[src/rtl/mlqs_pkg.sv]
// ----------------------------------------------------------------------------
// Multilevel queue scheduler package
// Shared types and constants for the scheduler and its channel interfaces.
// ----------------------------------------------------------------------------
package mlqs_pkg;

  localparam int ID_W    = 4;
  localparam int BURST_W = 16;
  localparam int TIME_W  = 32;
  localparam int Q_W     = 8;

  localparam logic [Q_W-1:0] QUANTUM_RST = 8'd2;

  localparam logic OP_ADMIT = 1'b0;
  localparam logic OP_TICK  = 1'b1;

  localparam logic LVL_HIGH = 1'b0;
  localparam logic LVL_LOW  = 1'b1;

  typedef struct packed {
    logic [BURST_W-1:0] remaining;
    logic [BURST_W-1:0] burst;
    logic [TIME_W-1:0]  arrival;
    logic               started;
    logic [TIME_W-1:0]  first_delay;
  } proc_rec_t;

endpackage

[src/rtl/mlqs_in_if.sv]
// ----------------------------------------------------------------------------
// Scheduler request channel
// Carries admit and tick requests with a valid/ready handshake.
// ----------------------------------------------------------------------------
interface mlqs_in_if;

  logic                            valid;
  logic                            ready;
  logic                            opcode;
  logic [mlqs_pkg::ID_W-1:0]       proc_id;
  logic                            level;
  logic [mlqs_pkg::BURST_W-1:0]    burst;

  modport source (output valid, output opcode, output proc_id, output level,
                  output burst, input ready);
  modport sink (input valid, input opcode, input proc_id, input level,
                input burst, output ready);

endinterface

[src/rtl/mlqs_out_if.sv]
// ----------------------------------------------------------------------------
// Scheduler result channel
// Carries one result per tick request with a valid/ready handshake.
// ----------------------------------------------------------------------------
interface mlqs_out_if;

  logic                          valid;
  logic                          ready;
  logic                          idle;
  logic [mlqs_pkg::ID_W-1:0]     run_id;
  logic                          run_level;
  logic                          finished;
  logic [mlqs_pkg::TIME_W-1:0]   finish_time;
  logic [mlqs_pkg::TIME_W-1:0]   turnaround;
  logic [mlqs_pkg::TIME_W-1:0]   waiting;
  logic [mlqs_pkg::TIME_W-1:0]   response;

  modport source (output valid, output idle, output run_id, output run_level,
                  output finished, output finish_time, output turnaround,
                  output waiting, output response, input ready);
  modport sink (input valid, input idle, input run_id, input run_level,
                input finished, input finish_time, input turnaround,
                input waiting, input response, output ready);

endinterface

[src/rtl/mlqs_cfg_if.sv]
// ----------------------------------------------------------------------------
// Scheduler configuration channel
// Carries writes of the round robin quantum register.
// ----------------------------------------------------------------------------
interface mlqs_cfg_if;

  logic                        valid;
  logic                        ready;
  logic [mlqs_pkg::Q_W-1:0]    rr_quantum;

  modport source (output valid, output rr_quantum, input ready);
  modport sink (input valid, input rr_quantum, output ready);

endinterface

[src/rtl/multilevel_queue_scheduler.sv]
// ----------------------------------------------------------------------------
// Multilevel queue scheduler
// An admit request is taken in idle and written to the process table in the
// admit state. A tick request steps through decide, queue read when a slice
// starts or level 1 runs, table read and update, and result load.
// An idle tick skips the queue and table steps, and a stalled result holds
// the block. Only one request is in work at a time. Reset clears time,
// queues and slice.
// ----------------------------------------------------------------------------
module multilevel_queue_scheduler #(
  parameter int MAX_PROCS = 16
) (
  input  logic       clk,
  input  logic       rst_n,
  mlqs_cfg_if.sink   cfg_ch,
  mlqs_in_if.sink    in_ch,
  mlqs_out_if.source out_ch
);

  localparam int IDX_W = $clog2(MAX_PROCS);
  localparam int CNT_W = $clog2(MAX_PROCS + 1);
  localparam int SUM_W = IDX_W + 1;
  localparam int REC_W = $bits(mlqs_pkg::proc_rec_t);
  localparam int ID_W  = mlqs_pkg::ID_W;
  localparam int TW    = mlqs_pkg::TIME_W;
  localparam int BW    = mlqs_pkg::BURST_W;
  localparam int QW    = mlqs_pkg::Q_W;

  localparam logic [CNT_W-1:0] CNT_MAX  = CNT_W'(MAX_PROCS);
  localparam logic [IDX_W-1:0] IDX_LAST = IDX_W'(MAX_PROCS - 1);
  localparam logic [SUM_W-1:0] SUM_MAX  = SUM_W'(MAX_PROCS);

  typedef enum logic [2:0] {
    S_IDLE,
    S_ADM,
    S_DEC,
    S_QID,
    S_EXE,
    S_FIN
  } state_t;

  state_t                 state_r, state_nxt;
  logic [QW-1:0]          quantum_r, quantum_nxt;
  logic [TW-1:0]          time_r, time_nxt;
  logic [MAX_PROCS-1:0]   busy_r, busy_nxt;
  logic [IDX_W-1:0]       hi_head_r, hi_head_nxt;
  logic [CNT_W-1:0]       hi_cnt_r, hi_cnt_nxt;
  logic [IDX_W-1:0]       lo_head_r, lo_head_nxt;
  logic [CNT_W-1:0]       lo_cnt_r, lo_cnt_nxt;
  logic                   slice_act_r, slice_act_nxt;
  logic [ID_W-1:0]        slice_id_r, slice_id_nxt;
  logic [QW-1:0]          slice_left_r, slice_left_nxt;

  logic                   op_r, op_nxt;
  logic [ID_W-1:0]        pid_r, pid_nxt;
  logic                   lvl_r, lvl_nxt;
  logic [BW-1:0]          burst_r, burst_nxt;
  logic                   idle_r, idle_nxt;
  logic                   done_r, done_nxt;
  logic [TW-1:0]          diff_r, diff_nxt;
  logic [TW-1:0]          resp_r, resp_nxt;

  logic                   out_valid_r, out_valid_nxt;
  logic                   o_idle_r, o_idle_nxt;
  logic [ID_W-1:0]        o_id_r, o_id_nxt;
  logic                   o_lvl_r, o_lvl_nxt;
  logic                   o_fin_r, o_fin_nxt;
  logic [TW-1:0]          o_ftime_r, o_ftime_nxt;
  logic [TW-1:0]          o_tat_r, o_tat_nxt;
  logic [TW-1:0]          o_wait_r, o_wait_nxt;
  logic [TW-1:0]          o_resp_r, o_resp_nxt;

  logic                   rec_we;
  logic [IDX_W-1:0]       rec_waddr;
  mlqs_pkg::proc_rec_t    rec_wdata;
  logic [IDX_W-1:0]       rec_raddr;
  mlqs_pkg::proc_rec_t    rec_rdata;

  logic                   hq_we;
  logic [IDX_W-1:0]       hq_waddr;
  logic [ID_W-1:0]        hq_wdata;
  logic [ID_W-1:0]        hq_rdata;

  logic                   lq_we;
  logic [IDX_W-1:0]       lq_waddr;
  logic [ID_W-1:0]        lq_wdata;
  logic [ID_W-1:0]        lq_rdata;

  logic                   adm_ok;
  logic                   load_out;
  logic [ID_W-1:0]        qid;
  logic [SUM_W-1:0]       tail_sum;
  logic [IDX_W-1:0]       tail_idx;
  logic [BW-1:0]          rem_dec;
  logic                   done_w;
  logic [QW-1:0]          left_dec;
  logic [TW-1:0]          diff_w;
  logic [TW-1:0]          tat_w;

  mlqs_ram #(.WIDTH(REC_W), .DEPTH(MAX_PROCS)) u_rec_ram (
    .clk     (clk),
    .we      (rec_we),
    .waddr   (rec_waddr),
    .wdata   (rec_wdata),
    .raddr   (rec_raddr),
    .rd_data (rec_rdata)
  );

  mlqs_ram #(.WIDTH(ID_W), .DEPTH(MAX_PROCS)) u_hq_ram (
    .clk     (clk),
    .we      (hq_we),
    .waddr   (hq_waddr),
    .wdata   (hq_wdata),
    .raddr   (hi_head_r),
    .rd_data (hq_rdata)
  );

  mlqs_ram #(.WIDTH(ID_W), .DEPTH(MAX_PROCS)) u_lq_ram (
    .clk     (clk),
    .we      (lq_we),
    .waddr   (lq_waddr),
    .wdata   (lq_wdata),
    .raddr   (lo_head_r),
    .rd_data (lq_rdata)
  );

  assign cfg_ch.ready = 1'b1;
  assign in_ch.ready  = (state_r == S_IDLE);

  assign out_ch.valid       = out_valid_r;
  assign out_ch.idle        = o_idle_r;
  assign out_ch.run_id      = o_id_r;
  assign out_ch.run_level   = o_lvl_r;
  assign out_ch.finished    = o_fin_r;
  assign out_ch.finish_time = o_ftime_r;
  assign out_ch.turnaround  = o_tat_r;
  assign out_ch.waiting     = o_wait_r;
  assign out_ch.response    = o_resp_r;

  assign qid      = (lvl_r == mlqs_pkg::LVL_LOW) ? lq_rdata : hq_rdata;
  assign rec_raddr = (state_r == S_QID) ? IDX_W'(qid) : IDX_W'(slice_id_r);
  assign load_out = (state_r == S_FIN) && (!out_valid_r || out_ch.ready);

  always_comb begin
    state_nxt      = state_r;
    quantum_nxt    = quantum_r;
    time_nxt       = time_r;
    busy_nxt       = busy_r;
    hi_head_nxt    = hi_head_r;
    hi_cnt_nxt     = hi_cnt_r;
    lo_head_nxt    = lo_head_r;
    lo_cnt_nxt     = lo_cnt_r;
    slice_act_nxt  = slice_act_r;
    slice_id_nxt   = slice_id_r;
    slice_left_nxt = slice_left_r;
    op_nxt         = op_r;
    pid_nxt        = pid_r;
    lvl_nxt        = lvl_r;
    burst_nxt      = burst_r;
    idle_nxt       = idle_r;
    done_nxt       = done_r;
    diff_nxt       = diff_r;
    resp_nxt       = resp_r;
    out_valid_nxt  = out_valid_r && !out_ch.ready;
    o_idle_nxt     = o_idle_r;
    o_id_nxt       = o_id_r;
    o_lvl_nxt      = o_lvl_r;
    o_fin_nxt      = o_fin_r;
    o_ftime_nxt    = o_ftime_r;
    o_tat_nxt      = o_tat_r;
    o_wait_nxt     = o_wait_r;
    o_resp_nxt     = o_resp_r;
    rec_we         = 1'b0;
    rec_waddr      = IDX_W'(pid_r);
    rec_wdata      = rec_rdata;
    hq_we          = 1'b0;
    hq_waddr       = hi_head_r;
    hq_wdata       = pid_r;
    lq_we          = 1'b0;
    lq_waddr       = lo_head_r;
    lq_wdata       = pid_r;
    adm_ok         = 1'b0;
    tail_sum       = '0;
    tail_idx       = '0;
    rem_dec        = '0;
    done_w         = 1'b0;
    left_dec       = '0;
    diff_w         = '0;
    tat_w          = '0;

    if (cfg_ch.valid) begin
      quantum_nxt = cfg_ch.rr_quantum;
    end

    case (state_r)
      S_IDLE: begin
        if (in_ch.valid) begin
          op_nxt    = in_ch.opcode;
          pid_nxt   = in_ch.proc_id;
          lvl_nxt   = in_ch.level;
          burst_nxt = in_ch.burst;
          state_nxt = (in_ch.opcode == mlqs_pkg::OP_TICK) ? S_DEC : S_ADM;
        end
      end

      S_ADM: begin
        if (lvl_r == mlqs_pkg::LVL_LOW) begin
          tail_sum = SUM_W'(lo_head_r) + SUM_W'(lo_cnt_r);
          adm_ok   = lo_cnt_r < CNT_MAX;
        end else begin
          tail_sum = SUM_W'(hi_head_r) + SUM_W'(hi_cnt_r);
          adm_ok   = hi_cnt_r < CNT_MAX;
        end
        tail_idx = (tail_sum >= SUM_MAX) ? IDX_W'(tail_sum - SUM_MAX) : IDX_W'(tail_sum);
        adm_ok = adm_ok && (32'(pid_r) < 32'(MAX_PROCS)) && (burst_r != '0)
                 && !busy_r[IDX_W'(pid_r)];
        if (adm_ok) begin
          rec_we                = 1'b1;
          rec_waddr             = IDX_W'(pid_r);
          rec_wdata.remaining   = burst_r;
          rec_wdata.burst       = burst_r;
          rec_wdata.arrival     = time_r;
          rec_wdata.started     = 1'b0;
          rec_wdata.first_delay = '0;
          busy_nxt[IDX_W'(pid_r)] = 1'b1;
          if (lvl_r == mlqs_pkg::LVL_LOW) begin
            lq_we      = 1'b1;
            lq_waddr   = tail_idx;
            lo_cnt_nxt = lo_cnt_r + 1'b1;
          end else begin
            hq_we      = 1'b1;
            hq_waddr   = tail_idx;
            hi_cnt_nxt = hi_cnt_r + 1'b1;
          end
        end
        state_nxt = S_IDLE;
      end

      S_DEC: begin
        idle_nxt = 1'b0;
        done_nxt = 1'b0;
        if (!slice_act_r && hi_cnt_r != '0) begin
          hi_head_nxt    = (hi_head_r == IDX_LAST) ? '0 : hi_head_r + 1'b1;
          hi_cnt_nxt     = hi_cnt_r - 1'b1;
          slice_act_nxt  = 1'b1;
          slice_left_nxt = (quantum_r == '0) ? QW'(1) : quantum_r;
          lvl_nxt        = mlqs_pkg::LVL_HIGH;
          state_nxt      = S_QID;
        end else if (slice_act_r) begin
          pid_nxt   = slice_id_r;
          lvl_nxt   = mlqs_pkg::LVL_HIGH;
          state_nxt = S_EXE;
        end else if (lo_cnt_r != '0) begin
          lvl_nxt   = mlqs_pkg::LVL_LOW;
          state_nxt = S_QID;
        end else begin
          idle_nxt  = 1'b1;
          state_nxt = S_FIN;
        end
      end

      S_QID: begin
        pid_nxt = qid;
        if (lvl_r == mlqs_pkg::LVL_HIGH) begin
          slice_id_nxt = qid;
        end
        state_nxt = S_EXE;
      end

      S_EXE: begin
        diff_w  = time_r - rec_rdata.arrival;
        rem_dec = (rec_rdata.remaining != '0) ? rec_rdata.remaining - 1'b1 : '0;
        done_w  = (rem_dec == '0);
        rec_we                = 1'b1;
        rec_waddr             = IDX_W'(pid_r);
        rec_wdata.remaining   = rem_dec;
        rec_wdata.started     = 1'b1;
        rec_wdata.first_delay = rec_rdata.started ? rec_rdata.first_delay : diff_w;
        resp_nxt  = rec_wdata.first_delay;
        diff_nxt  = diff_w;
        burst_nxt = rec_rdata.burst;
        done_nxt  = done_w;
        if (lvl_r == mlqs_pkg::LVL_HIGH) begin
          left_dec       = (slice_left_r != '0) ? slice_left_r - 1'b1 : slice_left_r;
          slice_left_nxt = left_dec;
          if (done_w) begin
            slice_act_nxt = 1'b0;
          end else if (left_dec == '0) begin
            slice_act_nxt = 1'b0;
            if (hi_cnt_r < CNT_MAX) begin
              tail_sum   = SUM_W'(hi_head_r) + SUM_W'(hi_cnt_r);
              tail_idx   = (tail_sum >= SUM_MAX) ? IDX_W'(tail_sum - SUM_MAX)
                                                 : IDX_W'(tail_sum);
              hq_we      = 1'b1;
              hq_waddr   = tail_idx;
              hq_wdata   = pid_r;
              hi_cnt_nxt = hi_cnt_r + 1'b1;
            end
          end
        end else if (done_w) begin
          lo_head_nxt = (lo_head_r == IDX_LAST) ? '0 : lo_head_r + 1'b1;
          lo_cnt_nxt  = lo_cnt_r - 1'b1;
        end
        if (done_w) begin
          busy_nxt[IDX_W'(pid_r)] = 1'b0;
        end
        state_nxt = S_FIN;
      end

      S_FIN: begin
        if (load_out) begin
          tat_w         = diff_r + TW'(1);
          time_nxt      = time_r + TW'(1);
          out_valid_nxt = 1'b1;
          o_idle_nxt    = idle_r;
          o_id_nxt      = idle_r ? '0 : pid_r;
          o_lvl_nxt     = idle_r ? 1'b0 : lvl_r;
          o_fin_nxt     = !idle_r && done_r;
          if (!idle_r && done_r) begin
            o_ftime_nxt = time_r + TW'(1);
            o_tat_nxt   = tat_w;
            o_wait_nxt  = tat_w - TW'(burst_r);
            o_resp_nxt  = resp_r;
          end else begin
            o_ftime_nxt = '0;
            o_tat_nxt   = '0;
            o_wait_nxt  = '0;
            o_resp_nxt  = '0;
          end
          state_nxt = S_IDLE;
        end
      end

      default: begin
        state_nxt = S_IDLE;
      end
    endcase
  end

  always_ff @(posedge clk) begin
    if (!rst_n) begin
      state_r      <= S_IDLE;
      quantum_r    <= mlqs_pkg::QUANTUM_RST;
      time_r       <= '0;
      busy_r       <= '0;
      hi_head_r    <= '0;
      hi_cnt_r     <= '0;
      lo_head_r    <= '0;
      lo_cnt_r     <= '0;
      slice_act_r  <= 1'b0;
      slice_id_r   <= '0;
      slice_left_r <= '0;
      out_valid_r  <= 1'b0;
    end else begin
      state_r      <= state_nxt;
      quantum_r    <= quantum_nxt;
      time_r       <= time_nxt;
      busy_r       <= busy_nxt;
      hi_head_r    <= hi_head_nxt;
      hi_cnt_r     <= hi_cnt_nxt;
      lo_head_r    <= lo_head_nxt;
      lo_cnt_r     <= lo_cnt_nxt;
      slice_act_r  <= slice_act_nxt;
      slice_id_r   <= slice_id_nxt;
      slice_left_r <= slice_left_nxt;
      out_valid_r  <= out_valid_nxt;
      op_r         <= op_nxt;
      pid_r        <= pid_nxt;
      lvl_r        <= lvl_nxt;
      burst_r      <= burst_nxt;
      idle_r       <= idle_nxt;
      done_r       <= done_nxt;
      diff_r       <= diff_nxt;
      resp_r       <= resp_nxt;
      o_idle_r     <= o_idle_nxt;
      o_id_r       <= o_id_nxt;
      o_lvl_r      <= o_lvl_nxt;
      o_fin_r      <= o_fin_nxt;
      o_ftime_r    <= o_ftime_nxt;
      o_tat_r      <= o_tat_nxt;
      o_wait_r     <= o_wait_nxt;
      o_resp_r     <= o_resp_nxt;
    end
  end

`ifndef SYNTHESIS
  // Neither queue count exceeds its capacity of MAX_PROCS entries.
  a_cnt_bound: assert property (@(posedge clk) disable iff (!rst_n)
    (hi_cnt_r <= CNT_MAX) && (lo_cnt_r <= CNT_MAX))
    else $error("queue count beyond capacity");

  // Between requests every busy process is queued or owns the running slice.
  a_busy_balance: assert property (@(posedge clk) disable iff (!rst_n)
    (state_r == S_IDLE) |->
      ($countones(busy_r) == int'(hi_cnt_r) + int'(lo_cnt_r) + int'(slice_act_r)))
    else $error("busy processes and queued entries disagree");

  // The time counter moves by one exactly when a tick result is loaded.
  a_time_step: assert property (@(posedge clk) disable iff (!rst_n)
    load_out |=> (time_r == $past(time_r) + TW'(1)) && out_valid_r)
    else $error("time counter did not advance with the result");

  // An admit request never produces a result.
  a_admit_quiet: assert property (@(posedge clk) disable iff (!rst_n)
    (state_r == S_ADM) |=> (state_r == S_IDLE) && (op_r == mlqs_pkg::OP_ADMIT))
    else $error("admit request did not return to idle");
`endif

endmodule

[src/rtl/mlqs_ram.sv]
// ----------------------------------------------------------------------------
// Generic RAM
// One write port and one read port with registered read data.
// ----------------------------------------------------------------------------
module mlqs_ram #(
  parameter int WIDTH = 8,
  parameter int DEPTH = 16
) (
  input  logic                     clk,
  input  logic                     we,
  input  logic [$clog2(DEPTH)-1:0] waddr,
  input  logic [WIDTH-1:0]         wdata,
  input  logic [$clog2(DEPTH)-1:0] raddr,
  output logic [WIDTH-1:0]         rd_data
);

  logic [WIDTH-1:0] mem [DEPTH];
  logic [WIDTH-1:0] rd_data_r;

  always_ff @(posedge clk) begin
    if (we) begin
      mem[waddr] <= wdata;
    end
    rd_data_r <= mem[raddr];
  end

  assign rd_data = rd_data_r;

endmodule
[src/flat_wrapper.sv]
// flat-port wrapper written by rule: the top's interface ports become plain ports
module multilevel_queue_scheduler_flat 
#(
  parameter int MAX_PROCS = 16
)
  (clk, rst_n, cfg_ch_valid, cfg_ch_rr_quantum, cfg_ch_ready, in_ch_valid, in_ch_opcode, in_ch_proc_id, in_ch_level, in_ch_burst, in_ch_ready, out_ch_valid, out_ch_idle, out_ch_run_id, out_ch_run_level, out_ch_finished, out_ch_finish_time, out_ch_turnaround, out_ch_waiting, out_ch_response, out_ch_ready);
  mlqs_cfg_if cfg_ch_i ();
  mlqs_in_if in_ch_i ();
  mlqs_out_if out_ch_i ();
  input  logic clk;
  input  logic rst_n;
  input wire logic [$bits(cfg_ch_i.valid)-1:0] cfg_ch_valid;
  input wire logic [$bits(cfg_ch_i.rr_quantum)-1:0] cfg_ch_rr_quantum;
  output wire logic [$bits(cfg_ch_i.ready)-1:0] cfg_ch_ready;
  input wire logic [$bits(in_ch_i.valid)-1:0] in_ch_valid;
  input wire logic [$bits(in_ch_i.opcode)-1:0] in_ch_opcode;
  input wire logic [$bits(in_ch_i.proc_id)-1:0] in_ch_proc_id;
  input wire logic [$bits(in_ch_i.level)-1:0] in_ch_level;
  input wire logic [$bits(in_ch_i.burst)-1:0] in_ch_burst;
  output wire logic [$bits(in_ch_i.ready)-1:0] in_ch_ready;
  output wire logic [$bits(out_ch_i.valid)-1:0] out_ch_valid;
  output wire logic [$bits(out_ch_i.idle)-1:0] out_ch_idle;
  output wire logic [$bits(out_ch_i.run_id)-1:0] out_ch_run_id;
  output wire logic [$bits(out_ch_i.run_level)-1:0] out_ch_run_level;
  output wire logic [$bits(out_ch_i.finished)-1:0] out_ch_finished;
  output wire logic [$bits(out_ch_i.finish_time)-1:0] out_ch_finish_time;
  output wire logic [$bits(out_ch_i.turnaround)-1:0] out_ch_turnaround;
  output wire logic [$bits(out_ch_i.waiting)-1:0] out_ch_waiting;
  output wire logic [$bits(out_ch_i.response)-1:0] out_ch_response;
  input wire logic [$bits(out_ch_i.ready)-1:0] out_ch_ready;
  assign cfg_ch_i.valid = cfg_ch_valid;
  assign cfg_ch_i.rr_quantum = cfg_ch_rr_quantum;
  assign cfg_ch_ready = cfg_ch_i.ready;
  assign in_ch_i.valid = in_ch_valid;
  assign in_ch_i.opcode = in_ch_opcode;
  assign in_ch_i.proc_id = in_ch_proc_id;
  assign in_ch_i.level = in_ch_level;
  assign in_ch_i.burst = in_ch_burst;
  assign in_ch_ready = in_ch_i.ready;
  assign out_ch_valid = out_ch_i.valid;
  assign out_ch_idle = out_ch_i.idle;
  assign out_ch_run_id = out_ch_i.run_id;
  assign out_ch_run_level = out_ch_i.run_level;
  assign out_ch_finished = out_ch_i.finished;
  assign out_ch_finish_time = out_ch_i.finish_time;
  assign out_ch_turnaround = out_ch_i.turnaround;
  assign out_ch_waiting = out_ch_i.waiting;
  assign out_ch_response = out_ch_i.response;
  assign out_ch_i.ready = out_ch_ready;
  multilevel_queue_scheduler #(.MAX_PROCS(MAX_PROCS)) u_core (.clk(clk), .rst_n(rst_n), .cfg_ch(cfg_ch_i), .in_ch(in_ch_i), .out_ch(out_ch_i));
endmodule
[config.mk]
export PLATFORM = sky130hd
export DESIGN_NAME = multilevel_queue_scheduler_flat
export DESIGN_NICKNAME = d
export VERILOG_FILES = /design/src/rtl/mlqs_pkg.sv /design/src/rtl/mlqs_in_if.sv /design/src/rtl/mlqs_out_if.sv /design/src/rtl/mlqs_cfg_if.sv /design/src/rtl/multilevel_queue_scheduler.sv /design/src/rtl/mlqs_ram.sv /design/src/flat_wrapper.sv
export SDC_FILE = /design/constraint.sdc
export NUM_CORES = 2
export LEC_CHECK = 0
export ABC_AREA = 1
export BUFFER_PORTS_ARGS = -buffer_cell sky130_fd_sc_hd__buf_2
export CAP_MARGIN = 20
export CORE_MARGIN = 1.5
export CORE_UTILIZATION = 45
export CTS_BUF_LIST = sky130_fd_sc_hd__clkbuf_8
export CTS_CLUSTER_DIAMETER = 200
export DETAILED_ROUTE_END_ITERATION = 10
export HOLD_SLACK_MARGIN = 0.05
export SLEW_MARGIN = 20
export SYNTH_ARGS = -nofsm -noshare
export SYNTH_HDL_FRONTEND = slang
export SYNTH_HIERARCHICAL = 1
export SYNTH_SLANG_ARGS = --single-unit
[constraint.sdc]
create_clock -name clk -period 21.2 [get_ports clk]
set_input_delay 3.18 -clock clk [delete_from_list [all_inputs] [get_ports clk]]
set_output_delay 3.18 -clock clk [all_outputs]
set_load 0.01 [all_outputs]
# --- Word level (Yosys, flattened, before mapping) ---
# Memory sizes are Yosys's and may differ from the RTL's. A register that Yosys moved wholly into a read port is not among the register bits.
# Index checks and enable logic that the tools add are counted.
word_totals:
  register_bits: 313
  latchBits: 0
  ramBits: 1680
  rom_bits: 0
  inputBits: 35
  out_inout_bits: 138
  elab_cells: 221
  memories: 3
classes:
  addsub: 16
  mul: 0
  div_mod_pow: 0
  n_lt_le_gt_ge: 6
  n_eq_ne: 23
  shift: 0
  mux: 96
  bitwise: 4
  n_reduce_logical: 46
memory_table:
  columns: ["name", "depth", "width", "read_ports", "rd_ports_with_merged_regs", "write_ports", "line", "text"]
  rows:
  - ["u_core.u_rec_ram.mem", 16, 97, 1, 1, 1, "mlqs_ram.sv:17", "logic [WIDTH-1:0] mem [DEPTH];"]
  - ["u_core.u_hq_ram.mem", 16, 4, 1, 1, 1, "mlqs_ram.sv:17", null]
  - ["u_core.u_lq_ram.mem", 16, 4, 1, 1, 1, "mlqs_ram.sv:17", null]
op_table:
  columns: ["op", "n"]
  rows:
  - ["two-way mux 97 bit", 1]
  - ["case mux 16 bit (2 select lines)", 3]
  - ["two-way mux 4 bit", 18]
  - ["case mux 33 bit (2 select lines)", 1]
  - ["two-way mux 5 bit", 13]
  - ["adder 32 x 1 -> 32 bit (second input constant)", 2]
  - ["two-way mux 16 bit", 4]
  - ["two-way mux 48 bit", 1]
  - ["two-way mux 32 bit", 1]
  - ["two-way mux 8 bit", 4]
  - ["nonzero test 16 bit", 2]
  - ["subtractor 32 x 16 -> 32 bit", 1]
  - ["subtractor 32 bit", 1]
  - ["two-way mux 1 bit", 31]
  - ["!= test 2 x 1 -> 1 bit (second input constant)", 9]
  - ["bitwise AND 16 bit", 1]
  - ["logical NOT 16 bit", 1]
  - ["logical NOT 8 bit", 2]
  - ["NOT 16 bit", 1]
  - ["OR 16 bit", 1]
  - ["case mux 8 bit (2 select lines)", 1]
  - ["subtractor 16 x 1 -> 16 bit (second input constant)", 1]
  - ["two-way mux 3 bit", 5]
  - ["case mux 3 bit (5 select lines)", 1]
  - ["40 further kinds", 85]

# --- Logic depth before layout (Yosys ltp) ---
depth:
  ltp_word: 9
  mapped_depth: 22
  ltp_nobuf: 22

# --- Cells and area by module ---
# Netlist, hierarchy kept.
modules_own_cells:
  columns: ["module", "instances", "cells_each", "area_per_inst_um2", "seq_area_each_um2"]
  rows:
  - ["mlqs_ram at u_core.u_rec_ram", 1, 6366, 68036.5, 48546.6]
  - ["multilevel_queue_scheduler", 1, 2686, 19984.2, 8488.1]
  - ["mlqs_ram at u_core.u_hq_ram ...", 2, 290, 2966.6, 2001.9]

# --- Worst setup path before layout ---
# OpenSTA, ideal clock, no wires.
synth_timing:
  path_type: "input to register"
  from: "in rst_n"
  to: "reg u_core.o_ftime_r[0] (netlist: u_core/out_ch.finish_time[0]), enable pin"
  setup_time_ns: 0.631
  arrival_time_ns: 9.470
  required_ns: 20.569
  path_slack_ns: 11.098
  path_stages: 4
  n_path_buf: 2
  path_cell_list: "clkbuf_1 -> clkinv_1 -> clkbuf_1 -> nor2_1"
synth_between:
  elab_chain_cells: 1
synth_rtl:
  columns: ["element", "line", "text"]
  rows:
  - ["start, declared", "flat_wrapper.sv:11", "input logic rst_n;"]
  - ["AND reduction 3 bit (no line)", null, null]
  - ["end signal, assigned", "multilevel_queue_scheduler.sv:379", "o_ftime_r <= o_ftime_nxt;"]
  - ["end, declared", "multilevel_queue_scheduler.sv:68", "logic [TW-1:0] o_ftime_r, o_ftime_nxt;"]
# No other way between the ends.
# A chain may end at the register's enable or synchronous reset.

# --- Worst setup path in the final report ---
layout_timing:
  from: "reg u_core.state_r[2]"
  to: "reg u_core.u_rec_ram.rd_data_r[44] (netlist: u_core/u_rec_ram/rd_data[44]) (read register of u_core.u_rec_ram.mem)"
layout_between:
  elab_chain_cells: 2
layout_rtl:
  columns: ["element", "line", "text"]
  rows:
  - ["start, declared", "multilevel_queue_scheduler.sv:42", "state_t state_r, state_nxt;"]
  - ["start signal, assigned", "multilevel_queue_scheduler.sv:355", "state_r <= state_nxt;"]
  - ["equality test 3 x 2 -> 1 bit", "multilevel_queue_scheduler.sv:141", "assign rec_raddr = (state_r == S_QID) ? IDX_W'(qid) : IDX_W'(slice_id_r);"]
  - ["two-way mux 4 bit", "multilevel_queue_scheduler.sv:141", null]
  - ["named net u_core.rec_raddr[0]", "multilevel_queue_scheduler.sv:76", "logic [IDX_W-1:0] rec_raddr;"]
  - ["end, declared", "mlqs_ram.sv:18", "logic [WIDTH-1:0] rd_data_r;"]
# The timed path passes the listed nets, and every way through them passes these cells.

==> qor.yml <==
grt:
  grt_util_all_layers_pct: 24.4
  grt_max_degree: 201
  first_global_vias: 63288
  grt-ovfl-total: 0
  antenna_found_initial: 9
  grt_pass1_wl_microns: 391000
drt:
  drt-vias-per-instance: 5.18
  drc: 0
  wl_microns: 262000
  avgRoutedWirePerCell_microns: 20.2
  drtAntennaViolNets: 0
  drt-initial-drc-count: 6943
  vias: 66987
  firstDrtPassIters: 6
critical_path:
  r2r_start: "u_core/state_r[2]$_SDFFE_PN0P_"
  crit_chain: "nor2_1 -> inv_1 -> nor2_1 -> inv_1 -> nor2_1 -> inv_1 -> nor2_1 -> a21oi_1 -> nand2_4 -> inv_8 -> buf_12 -> buf_4 -> buf_4 -> nand2_1 -> nand3_1 -> nand3_1 -> nand3_1 -> nand2_1"
  cpMostUsedCell: "nor2_1"
  start_kind: "register"
  worstRegToRegCells: 18
  r2r-end: "u_core/u_rec_ram/rd_data[44]$_DFF_P_"
  worst-setup-path-type: "register to register"
  cp_data_arrival_time_ns: 7.45
  cp_slowest_cell: "inv_8"
  rrSetupSlack_ns: 14.71
  cpPeakStageDelay_ns: 0.97
  crit_fanout: 196
  end_kind: "register"
  cp.required_ns: 22.16
clock_network:
  clkTransAtPathRegs_ns: 0.06
  cts_root_buffer: "clkbuf_8"
  clock_latency_ns: 1.09
  postCtsSetupRepairBufs: 0
  ctsResizeCount: 0
  numCtsBuffers: 353
  clk_path_buf_depth: 4
  h-tree-depth: 5
  cts_tree: "yes"
  cts_sinks: 2098
  hold_buffers: 0
logic_synthesis:
  syn-num-nets: 9738
  synth_ff_type: "edfxtp_1"
  ys_async_sr_fraction_pct: 0
  ys_top_cells_by_area: "edfxtp_1 61%, nand2_1 11%, nand3_1 7.6%"
  synth_area_per_cell_sq_um: 9.75
  ys_seq_elements: 2098
  synth_top_cell_by_area: "edfxtp_1"
  syn_inst: 9632
  syn_area_sq_mm: 0.0940
  synth_warnings: 6
  synth_edf_count: 1902
  synth.yosys.seq_area_share_pct: 65.0
  yosysUniqueCellTypes: 55
  yosysTopAreaCellShare_pct: 60.8
timing:
  setup_slack_ns: 14.71
  slew-limit-headroom_pct: 17.7
  fin_skew_ns: 0.0811
  rsz0062_at_grt: "no"
  post-route-period-util_pct: 30.6
  hold_viol_final: 0
  slew_viol_final: 0
  finalSetupViolCount: 0
  final.min_clock_period_ns: 6.49
  fmax_mhz: 154
  setup-tns-final_ns: 0
  tightestPinTransition_ns: 1.23
placed_design:
  dp.cells: 12308
  gp_congestion: 0.910
  dpl.hpwl_microns: 142000
  dp_slack_ns: 14.22
  numPortBuffers: 171
job:
  drv_cap: 0
layout:
  finalNonFillerCells: 12937
  final_cell_mix: "2840 x nand2_1, 1902 x edfxtp_1, 1793 x inv_1"
  final_common_cell: "nand2_1"
  drive_gt1_share_pct: 8.58
  final_util_pct: 50.3
  fillers: 18901
  finalNetCount: 9983
  multi_input_area_sq_mm: 0.0247
  areaGrowthSynthToFinish_pct: 11.0
  regArea_sq_mm: 0.0610
floorplanning:
  io_pins: 173
  dieArea_sq_mm: 0.212
  core_sq_mm: 0.207
  fp.dieW_microns: 460
  start_util_pct: 45.3
  rows: 167
  fp.dieH_microns: 460
outcome:
  status: "completed"
min_path:
  holdPathStages: 2
  hold_path.class: "register to register"
power:
  power_density_mw_per_mm2: 92.3
  ir_drop_uv: 70.7
  p_leak_nw: 44.5
synth_stat cells, drive strengths merged (56+ instances only):
cell and n:
a21oi 153, buf 326, clkbuf 101, dfxtp 196, edfxtp 1902, ha 65
inv 1677, nand2 2855, nand3 1425, nor2 404, nor3 56, o21ai 202
worst max path at each step:
stage,slack (ns),to,from
2_1_floorplan,11.10,u_core/out_ch.finish_time[0]$_SDFFCE_PN0P_,rst_n
3_3_place_gp,14.30,u_core/out_ch.response[7]$_SDFFCE_PN0P_,out_ch_ready
3_5_place_dp,14.22,u_core/out_ch.response[7]$_SDFFCE_PN0P_,out_ch_ready
4_1_cts,14.83,u_core/u_rec_ram/rd_data[44]$_DFF_P_,u_core/state_r[2]$_SDFFE_PN0P_
5_1_grt,14.23,u_core/u_rec_ram/rd_data[61]$_DFF_P_,u_core/state_r[2]$_SDFFE_PN0P_
6_report,14.71,u_core/u_rec_ram/rd_data[44]$_DFF_P_,u_core/state_r[2]$_SDFFE_PN0P_
state kept, by name (all words and copies together) (netlist names), 8 cells and up, named ones only:
name and cells:
u_core/u_rec_ram/mem 1552, u_core/u_rec_ram/rd_data 97, u_core/u_hq_ram/mem 64, u_core/u_lq_ram/mem 64
u_core/diff_r 32, u_core/out_ch.finish_time 32, u_core/out_ch.response 32, u_core/out_ch.turnaround 32
u_core/out_ch.waiting 32, u_core/resp_r 32, u_core/time_r 32, u_core/burst_r 16
u_core/quantum_r 8, u_core/slice_left_r 8
kinds of logic (layout without fill, tap and decap cells):
kind of cell               Yosys count  after routing  synth area share, %
AOI/OAI and AO/OA                  448            448                 2.65
xor gates and xnor gates            74             74                0.690
adders and majority gates           71             71                0.993
buffers and inverters             2108           2624                 8.98
DFF                               2098           2098                 65.0
muxes                                1              1               0.0107
other                                1              2              0.00399
and+or+nand+nor                   4831           4831                 21.7
power breakdown:
group	switching [mW]	leakage, nW	internal, mW
logic	0.959	21.8	0.295
clock network	1.61	3.84	1.79
registers	0.0731	18.8	4.91
total	2.64	44.5	6.99
routing by layer:
layer,routed length (microns),vias up,global-route usage [%]
met3,20300,443,3.82
met4,7270,4,7.94
met1,114000,32013,34.2
li1,-,31797,-
met5,29,-,0
met2,121000,2730,38.8
metrics by stage:
stage                     power (mW)  instance area, sq um  hold WS, ns
final                           9.63                104000        0.466
after CTS                       9.69                104000        0.461
after detailed placement        6.30                 97700        0.452
after global placement          6.27                 97600        0.452
after global routing            10.0                104000        0.478
after floorplan                 5.81                 94000        0.439
area by class of cell:
class	count	share of cell area [%]
flip-flops and latches	2098	58.5
multi-input cells	5426	23.7
inverters	1681	6.09
clock buffers	390	5.14
well taps	2788	3.34
repair buffers	317	2.04
clock inverters	236	1.16
diodes	1	0.00240
critical path, delay by kind of cell, from the launching register on:
kind / cells / cell delay [ns]
buffers and inverters: 7 / 3.91
AND/OR/NAND/NOR: 10 / 1.31
flip-flops: 1 / 0.45
AO/OA/AOI/OAI: 1 / 0.25
Note: power is estimated with default switching activity, not from simulation.
